==> config.mk <==
export PLATFORM = sky130hd
export DESIGN_NAME = rc5_ir_frame_transmitter
export DESIGN_NICKNAME = d
export VERILOG_FILES = /design/src/rcx_pkg.sv /design/src/rcx_front.sv /design/src/rcx_back.sv /design/src/rc5_ir_frame_transmitter.sv
export SDC_FILE = /design/constraint.sdc
export NUM_CORES = 1
export LEC_CHECK = 0
export BUFFER_PORTS_ARGS = -buffer_cell sky130_fd_sc_hd__buf_2
export CORE_ASPECT_RATIO = 0.9
export CORE_MARGIN = 3
export CORE_UTILIZATION = 30
export CTS_CLUSTER_DIAMETER = 80
export CTS_CLUSTER_SIZE = 28
export DETAILED_ROUTE_END_ITERATION = 8
export GPL_ROUTABILITY_DRIVEN = 1
export PLACE_DENSITY = 0.48
export SLEW_MARGIN = 10
export SYNTH_ARGS = -nofsm -noshare
export SYNTH_HDL_FRONTEND = slang
export SYNTH_SLANG_ARGS = --single-unit
==> constraint.sdc <==
create_clock -name clk -period 5.5 [get_ports clk]
set_clock_uncertainty 0.05 [all_clocks]
set_input_delay 1.1 -clock clk [delete_from_list [all_inputs] [get_ports clk]]
set_output_delay 1.1 -clock clk [all_outputs]
set_load 0.05 [all_outputs]
==> src/rcx_pkg.sv <==
package rcx_pkg;

	localparam int FRAME_LEN = 14;
	localparam int POS_W = 4;
	localparam int TICK_W = 16;
	localparam int CFG_IDX_W = 2;

	localparam logic [CFG_IDX_W-1:0] CFG_HALF_BIT_TICKS = 2'd0;
	localparam logic [CFG_IDX_W-1:0] CFG_CARRIER_HALF_PERIOD = 2'd1;

	localparam logic [TICK_W-1:0] HALF_BIT_TICKS_RESET = 16'd7112;
	localparam logic [TICK_W-1:0] CARRIER_HALF_PERIOD_RESET = 16'd144;

	localparam logic [POS_W-1:0] LAST_POS = POS_W'(FRAME_LEN - 1);

	// Command handed from the front to the back through the queue.
	typedef struct packed {
		logic                 start;
		logic [FRAME_LEN-1:0] frame;
	} cmd_t;

	// One result beat.
	typedef struct packed {
		logic ir_level;
		logic busy_res;
		logic frame_done;
		logic rejected;
	} res_t;

	// True when the given half of the given bit carries the carrier.
	// A zero bit marks in its first half, a one bit in its second half.
	function automatic logic in_mark(logic [FRAME_LEN-1:0] f, logic [POS_W-1:0] pos,
		logic second_half);
		logic b;
		b = f[LAST_POS - pos];
		return second_half ? b : ~b;
	endfunction

endpackage

==> src/rcx_front.sv <==
module rcx_front (
	input  logic                clk,
	input  logic                arst_n,
	input  logic                in_valid,
	output logic                in_ready,
	input  logic                action,
	input  logic [4:0]          address,
	input  logic                toggle,
	input  logic [5:0]          command,
	output logic                head_valid,
	output rcx_pkg::cmd_t       head,
	input  logic                pop
);

	rcx_pkg::cmd_t mem_q [2];
	logic          wr_ptr_q;
	logic          rd_ptr_q;
	logic [1:0]    count_q;
	rcx_pkg::cmd_t cmd;
	logic          push;
	logic          take;

	// The frame is built here, so the back only shifts out bits.
	always_comb begin
		cmd.start = action;
		cmd.frame = {2'b11, toggle, address, command};
	end

	assign in_ready   = (count_q != 2'd2);
	assign head_valid = (count_q != 2'd0);
	assign head       = mem_q[rd_ptr_q];
	assign push       = in_valid && in_ready;
	assign take       = pop && head_valid;

	always_ff @(posedge clk) begin
		if (push) begin
			mem_q[wr_ptr_q] <= cmd;
		end
	end

	always_ff @(posedge clk or negedge arst_n) begin
		if (!arst_n) begin
			wr_ptr_q <= 1'b0;
			rd_ptr_q <= 1'b0;
			count_q  <= 2'd0;
		end else begin
			if (push) begin
				wr_ptr_q <= ~wr_ptr_q;
			end
			if (take) begin
				rd_ptr_q <= ~rd_ptr_q;
			end
			unique case ({push, take})
				2'b10:   count_q <= count_q + 2'd1;
				2'b01:   count_q <= count_q - 2'd1;
				default: count_q <= count_q;
			endcase
		end
	end

endmodule

==> src/rcx_back.sv <==
module rcx_back (
	input  logic                                 clk,
	input  logic                                 arst_n,
	input  logic                                 cfg_valid,
	input  logic [rcx_pkg::CFG_IDX_W-1:0]        cfg_index,
	input  logic [rcx_pkg::TICK_W-1:0]           cfg_data,
	input  logic                                 head_valid,
	input  rcx_pkg::cmd_t                        head,
	output logic                                 pop,
	output logic                                 out_valid,
	input  logic                                 out_ready,
	output rcx_pkg::res_t                        res
);

	logic [rcx_pkg::TICK_W-1:0]    hbt_q;
	logic [rcx_pkg::TICK_W-1:0]    cph_q;
	logic [rcx_pkg::FRAME_LEN-1:0] frame_q;
	logic [rcx_pkg::POS_W-1:0]     pos_q;
	logic                          sh_q;
	logic [rcx_pkg::TICK_W-1:0]    hc_q;
	logic [rcx_pkg::TICK_W-1:0]    cc_q;
	logic                          ph_q;
	logic                          send_q;
	logic                          out_valid_q;
	rcx_pkg::res_t                 res_q;

	logic [rcx_pkg::FRAME_LEN-1:0] n_frame;
	logic [rcx_pkg::POS_W-1:0]     n_pos;
	logic                          n_sh;
	logic [rcx_pkg::TICK_W-1:0]    n_hc;
	logic [rcx_pkg::TICK_W-1:0]    n_cc;
	logic                          n_ph;
	logic                          n_send;
	logic [rcx_pkg::TICK_W-1:0]    hc1;
	logic [rcx_pkg::TICK_W-1:0]    cc1;
	rcx_pkg::res_t                 n_res;

	assign pop       = head_valid && (!out_valid_q || out_ready);
	assign out_valid = out_valid_q;
	assign res       = res_q;

	always_comb begin
		n_frame = frame_q;
		n_pos   = pos_q;
		n_sh    = sh_q;
		n_hc    = hc_q;
		n_cc    = cc_q;
		n_ph    = ph_q;
		n_send  = send_q;
		n_res   = '0;
		hc1     = hc_q + 16'd1;
		cc1     = cc_q + 16'd1;
		if (head.start) begin
			if (send_q) begin
				n_res.rejected = 1'b1;
			end else begin
				n_frame = head.frame;
				n_pos   = '0;
				n_sh    = 1'b0;
				n_send  = 1'b1;
				n_hc    = '0;
				n_cc    = '0;
				n_ph    = rcx_pkg::in_mark(head.frame, '0, 1'b0);
			end
		end else if (send_q) begin
			// A counter that wraps to zero also ends the interval.
			if (hc1 == '0 || hc1 >= hbt_q) begin
				n_hc = '0;
				n_cc = '0;
				if (sh_q) begin
					n_sh = 1'b0;
					if (pos_q >= rcx_pkg::LAST_POS) begin
						n_send = 1'b0;
						n_res.frame_done = 1'b1;
						n_pos = '0;
						n_ph  = 1'b0;
					end else begin
						n_pos = pos_q + 4'd1;
						n_ph  = rcx_pkg::in_mark(frame_q, pos_q + 4'd1, 1'b0);
					end
				end else begin
					n_sh = 1'b1;
					n_ph = rcx_pkg::in_mark(frame_q, pos_q, 1'b1);
				end
			end else begin
				n_hc = hc1;
				if (rcx_pkg::in_mark(frame_q, pos_q, sh_q)) begin
					if (cc1 == '0 || cc1 >= cph_q) begin
						n_cc = '0;
						n_ph = ~ph_q;
					end else begin
						n_cc = cc1;
					end
				end
			end
		end
		n_res.busy_res = n_send;
		n_res.ir_level = n_send && n_ph && rcx_pkg::in_mark(n_frame, n_pos, n_sh);
	end

	always_ff @(posedge clk or negedge arst_n) begin
		if (!arst_n) begin
			hbt_q <= rcx_pkg::HALF_BIT_TICKS_RESET;
			cph_q <= rcx_pkg::CARRIER_HALF_PERIOD_RESET;
		end else if (cfg_valid) begin
			if (cfg_index == rcx_pkg::CFG_HALF_BIT_TICKS) begin
				hbt_q <= cfg_data;
			end else if (cfg_index == rcx_pkg::CFG_CARRIER_HALF_PERIOD) begin
				cph_q <= cfg_data;
			end
		end
	end

	always_ff @(posedge clk or negedge arst_n) begin
		if (!arst_n) begin
			frame_q     <= '0;
			pos_q       <= '0;
			sh_q        <= 1'b0;
			hc_q        <= '0;
			cc_q        <= '0;
			ph_q        <= 1'b0;
			send_q      <= 1'b0;
			out_valid_q <= 1'b0;
		end else begin
			if (pop) begin
				frame_q <= n_frame;
				pos_q   <= n_pos;
				sh_q    <= n_sh;
				hc_q    <= n_hc;
				cc_q    <= n_cc;
				ph_q    <= n_ph;
				send_q  <= n_send;
			end
			if (pop) begin
				out_valid_q <= 1'b1;
			end else if (out_ready) begin
				out_valid_q <= 1'b0;
			end
		end
	end

	always_ff @(posedge clk) begin
		if (pop) begin
			res_q <= n_res;
		end
	end

endmodule

==> src/rc5_ir_frame_transmitter.sv <==
// RC5 infrared frame transmitter.
// Input channel (in_valid/in_ready): each beat is either one time tick
// (action = 0) or a request to start a frame (action = 1) carrying address,
// toggle and command. Every input beat yields exactly one output beat on the
// out_valid/out_ready channel: the diode level after that item, the busy flag,
// frame_done on the tick that ends the last half-bit, and rejected for a start
// request that arrives while a frame is still going out.
// Configuration (cfg_valid/cfg_ready, always ready): index 0 sets the ticks per
// half-bit, index 1 the ticks between carrier toggles; other indexes are ignored.
// Write only while the block is idle.
// Timing: an accepted beat goes into a two-entry queue; the frame engine takes
// one entry per cycle into its output register while the receiver is ready, so
// the result passes the queue entry and then the result register, and one beat
// per cycle is sustained while out_ready holds. The engine's state update
// (two counter increments and compares, combinational) sets that rate.
// When the receiver stalls, the result register holds, the queue fills and
// in_ready drops after two more beats. Reset clears the queue, the output
// valid flag and the frame state, and loads the register defaults (7112, 144).
module rc5_ir_frame_transmitter (
	input  logic                          clk,
	input  logic                          arst_n,
	input  logic                          cfg_valid,
	output logic                          cfg_ready,
	input  logic [rcx_pkg::CFG_IDX_W-1:0] cfg_index,
	input  logic [rcx_pkg::TICK_W-1:0]    cfg_data,
	input  logic                          in_valid,
	output logic                          in_ready,
	input  logic                          action,
	input  logic [4:0]                    address,
	input  logic                          toggle,
	input  logic [5:0]                    command,
	output logic                          out_valid,
	input  logic                          out_ready,
	output logic                          ir_level,
	output logic                          busy_res,
	output logic                          frame_done,
	output logic                          rejected
);

	logic          head_valid;
	rcx_pkg::cmd_t head;
	logic          pop;
	rcx_pkg::res_t res;

	assign cfg_ready = 1'b1;

	rcx_front u_front (
		.clk        (clk),
		.arst_n     (arst_n),
		.in_valid   (in_valid),
		.in_ready   (in_ready),
		.action     (action),
		.address    (address),
		.toggle     (toggle),
		.command    (command),
		.head_valid (head_valid),
		.head       (head),
		.pop        (pop)
	);

	rcx_back u_back (
		.clk        (clk),
		.arst_n     (arst_n),
		.cfg_valid  (cfg_valid),
		.cfg_index  (cfg_index),
		.cfg_data   (cfg_data),
		.head_valid (head_valid),
		.head       (head),
		.pop        (pop),
		.out_valid  (out_valid),
		.out_ready  (out_ready),
		.res        (res)
	);

	assign ir_level   = res.ir_level;
	assign busy_res   = res.busy_res;
	assign frame_done = res.frame_done;
	assign rejected   = res.rejected;

endmodule

==> results.json <==
{
  "grt_first_pass_wirelength_um": 28100,
  "gr-usage-met1": 0.188,
  "synth_nets": 765,
  "drt_iter0_markers": 396,
  "powerDensity_mw_per_mm2": 446,
  "gp_congestion": 0.818,
  "coreArea_mm2": 0.0228,
  "port_buffers": 41,
  "fin_crit_sh": 0.895,
  "final_cell_mix": "81 x dfrtp_1, 57 x nand2_1, 45 x nor2_1, 44 x inv_1, 42 x ha_1",
  "clock_sinks": 120,
  "power_mw": 3.61,
  "cp-startpoint": "u_back.hc_q[0]",
  "setup_viol": 0,
  "drive_above_1_share": 0.195,
  "worstRegToRegCells": 17,
  "clk_path_buf_depth": 2,
  "final_common_cell": "dfrtp_1",
  "cp.arrival_ns": 5.04,
  "ir_worst_vdd_mv": 0.389,
  "grt_usage": 0.137,
  "diodes": 0,
  "cp_max_fo": 9,
  "wl_per_cell_um": 15.9,
  "fp.dieW_um": 168,
  "synth_cell_type_count": 73,
  "min_path_cells": 1,
  "vias_per_cell": 5.03,
  "crit_required_ns": 5.62,
  "area_delta_synth_final_pct": 15.0,
  "synth_edf_count": 30,
  "synth_area_mm2": 0.00705,
  "status": "finished clean",
  "detail_route.wirelength_um": 16200,
  "hp-class": "reg2reg",
  "grt_pass1_vias": 5339,
  "boundaryPins": 43,
  "synth.yosys.seq_area_share": 0.449,
  "max_slew_margin": 0.286,
  "synth_flop_cell": "dfrtp_1",
  "rows": 52,
  "clk_pin_slew_worst_paths_ns": 0.06,
  "critPathCapture": "u_back.res[3]",
  "worst_pin_slew_ns": 1.07,
  "layout.nets": 792,
  "timing.critical_path.mode_cell": "ha_1",
  "drc": 0,
  "htreeDepth": 4,
  "multi_input_area_mm2": 0.00355,
  "start_util": 0.309,
  "die_h_um": 151,
  "vias": 5154,
  "gr-usage-met2": 0.218,
  "seqCellArea_mm2": 0.00316,
  "rr_startpoint": "u_back.hc_q[0]",
  "synthArstFlopShare": 0.750,
  "grt_start_max_net_pins": 54,
  "slowest_stage": "o311ai_1",
  "cts_setup_buffers": 0,
  "synth_cells": 687,
  "hold_violations": 0,
  "fin_util": 0.356,
  "path_cells": "ha_1, nand3_2, nor3_1, xor2_1, ha_1, o2111ai_1, o311ai_1, a32o_2, nand2_2, a32oi_1, inv_2, ha_1, a211oi_1, a211oi_1, o311ai_0, and3_4, nor3_2",
  "post-place-ws_ns": 0.613,
  "num-fill-cells": 2309,
  "cpPeakStageDelay_ns": 0.48,
  "tritoncts": "done",
  "insertion_delay_ns": 0.42,
  "setup.worst_path.class": "reg2reg",
  "ff2ff_setup_slack_ns": 0.58,
  "cts-root-buf": "clkbuf_16",
  "maxSlewViolCount": 0,
  "syn_area_per_cell_um2": 10.3,
  "grt_overflow": 0,
  "fp.dieArea_mm2": 0.0254,
  "max_freq_mhz": 203,
  "timing.rr.end": "u_back.res[3]",
  "top_usage_layer": "met2",
  "drt_first_pass_iters": 5,
  "rsz0062_at_grt": "false",
  "end_kind": "register",
  "grt_use_met3": 0.0313,
  "ctsResizeCount": 0,
  "ctsHoldBuffers": 0,
  "grt_antenna_before_repair": 0,
  "min_period_ns": 4.92,
  "critPathLaunchType": "register",
  "ys_warn_count": 0,
  "dp_hpwl_um": 11900,
  "cts_buffers": 17,
  "synth_seq_cells": 120,
  "leakage_nw": 3.61,
  "setup_ws_ns": 0.577,
  "setup_tns_ns": 0,
  "maxCapViolCount": 0,
  "detail-route-antenna-nets": 0
}
logic make-up (layout without fill, tap and decap cells):
family          after synthesis  count (layout)  share of synthesized area
simple gates                192             192                      0.140
buf+inv                      84             124                     0.0481
compound gates              158             158                      0.150
fa+ha+maj                    42              42                     0.0746
mux                          47              47                     0.0833
other cells                   1               1                   0.000532
flops                       120             120                      0.449
xor+xnor                     43              43                     0.0545
registers in the layout, summed over array words and instances, names as in the netlist, 2 cells and up:
name and flops:
u_front.count_q 2, u_back.hc_q 16, u_back.pos_q 4, u_back.res 4
u_back.cph_q 16, u_back.cc_q 16, u_back.frame_q 14, u_back.hbt_q 16
u_front.mem_q 26
layout make-up:
cell class | count | area share
Timing Repair Buffer | 47 | 0.0312
Clock buffer | 18 | 0.0530
Multi-Input combinational cell | 483 | 0.438
Clock inverter | 14 | 0.0204
Sequential cell | 120 | 0.390
Tap cell | 297 | 0.0459
Inverter | 45 | 0.0208
worst max-delay path, delay by kind of cell (launching register included):
family          cells  cell delay, ns
compound gates      7            1.99
xor+xnor            1            0.12
fa+ha+maj           3            1.03
buf+inv             1            0.11
flops               1            0.46
simple gates        5            0.92
power breakdown:
group	internal, mW	switching (mW)	total, mW
sequential	1.13	0.195	1.33
clock	0.679	0.446	1.12
combinational	0.469	0.691	1.16
total	2.28	1.33	3.61
cells in the mapped netlist, types with 7 or more instances:
master / count / share of area
and3_1: 7 / 0.0062
edfxtp_1: 30 / 0.13
dfrtp_1: 81 / 0.29
buf_2: 7 / 0.0050
o21ai_0: 39 / 0.028
a211oi_1: 10 / 0.011
mux4_2: 7 / 0.022
nand2b_1: 10 / 0.0089
mux2i_1: 17 / 0.024
xnor2_1: 19 / 0.024
o21ai_1: 8 / 0.0057
clkbuf_1: 26 / 0.014
nand2_1: 57 / 0.030
inv_1: 44 / 0.023
dfstp_2: 9 / 0.034
ha_1: 42 / 0.075
a31oi_1: 7 / 0.0062
nand3_1: 14 / 0.0099
nand4_1: 12 / 0.011
a21o_1: 8 / 0.0085
xor2_1: 23 / 0.029
a22o_1: 14 / 0.017
a21oi_1: 31 / 0.022
mux2_2: 23 / 0.037
nor2_1: 45 / 0.024
worst min path at each step:
stage	startpoint	end	slack, ns
detailed placement	u_back.cph_q[5]	u_back.cph_q[5]	0.45
finish	u_back.cph_q[5]	u_back.cph_q[5]	0.46
global route	u_back.cph_q[15]	u_back.cph_q[15]	0.48
global placement	u_front.wr_ptr_q	u_front.wr_ptr_q	0.42
CTS	u_front.count_q[1]	u_front.count_q[1]	0.46
floorplan	u_front.wr_ptr_q	u_front.wr_ptr_q	0.41
layer usage:
layer	vias to the layer above	part of all wire	routed length, um
met4	0	0.0091	147
met3	16	0.042	688
met5	-	0	0
li1	2539	-	-
met2	94	0.45	7370
met1	2505	0.49	8030
per-stage QoR:
| stage | hold WS (ns) | cell area, um2 | cells |
|---|---|---|---|
| after floorplan | 0.411 | 7050 | 687 |
| after detailed placement | 0.445 | 7510 | 992 |
| final | 0.456 | 8100 | 1024 |
| after global routing | 0.485 | 8100 | 1024 |
| after global placement | 0.425 | 7510 | 992 |
| after CTS | 0.456 | 8100 | 1024 |
(Power assumes the default switching activity.)
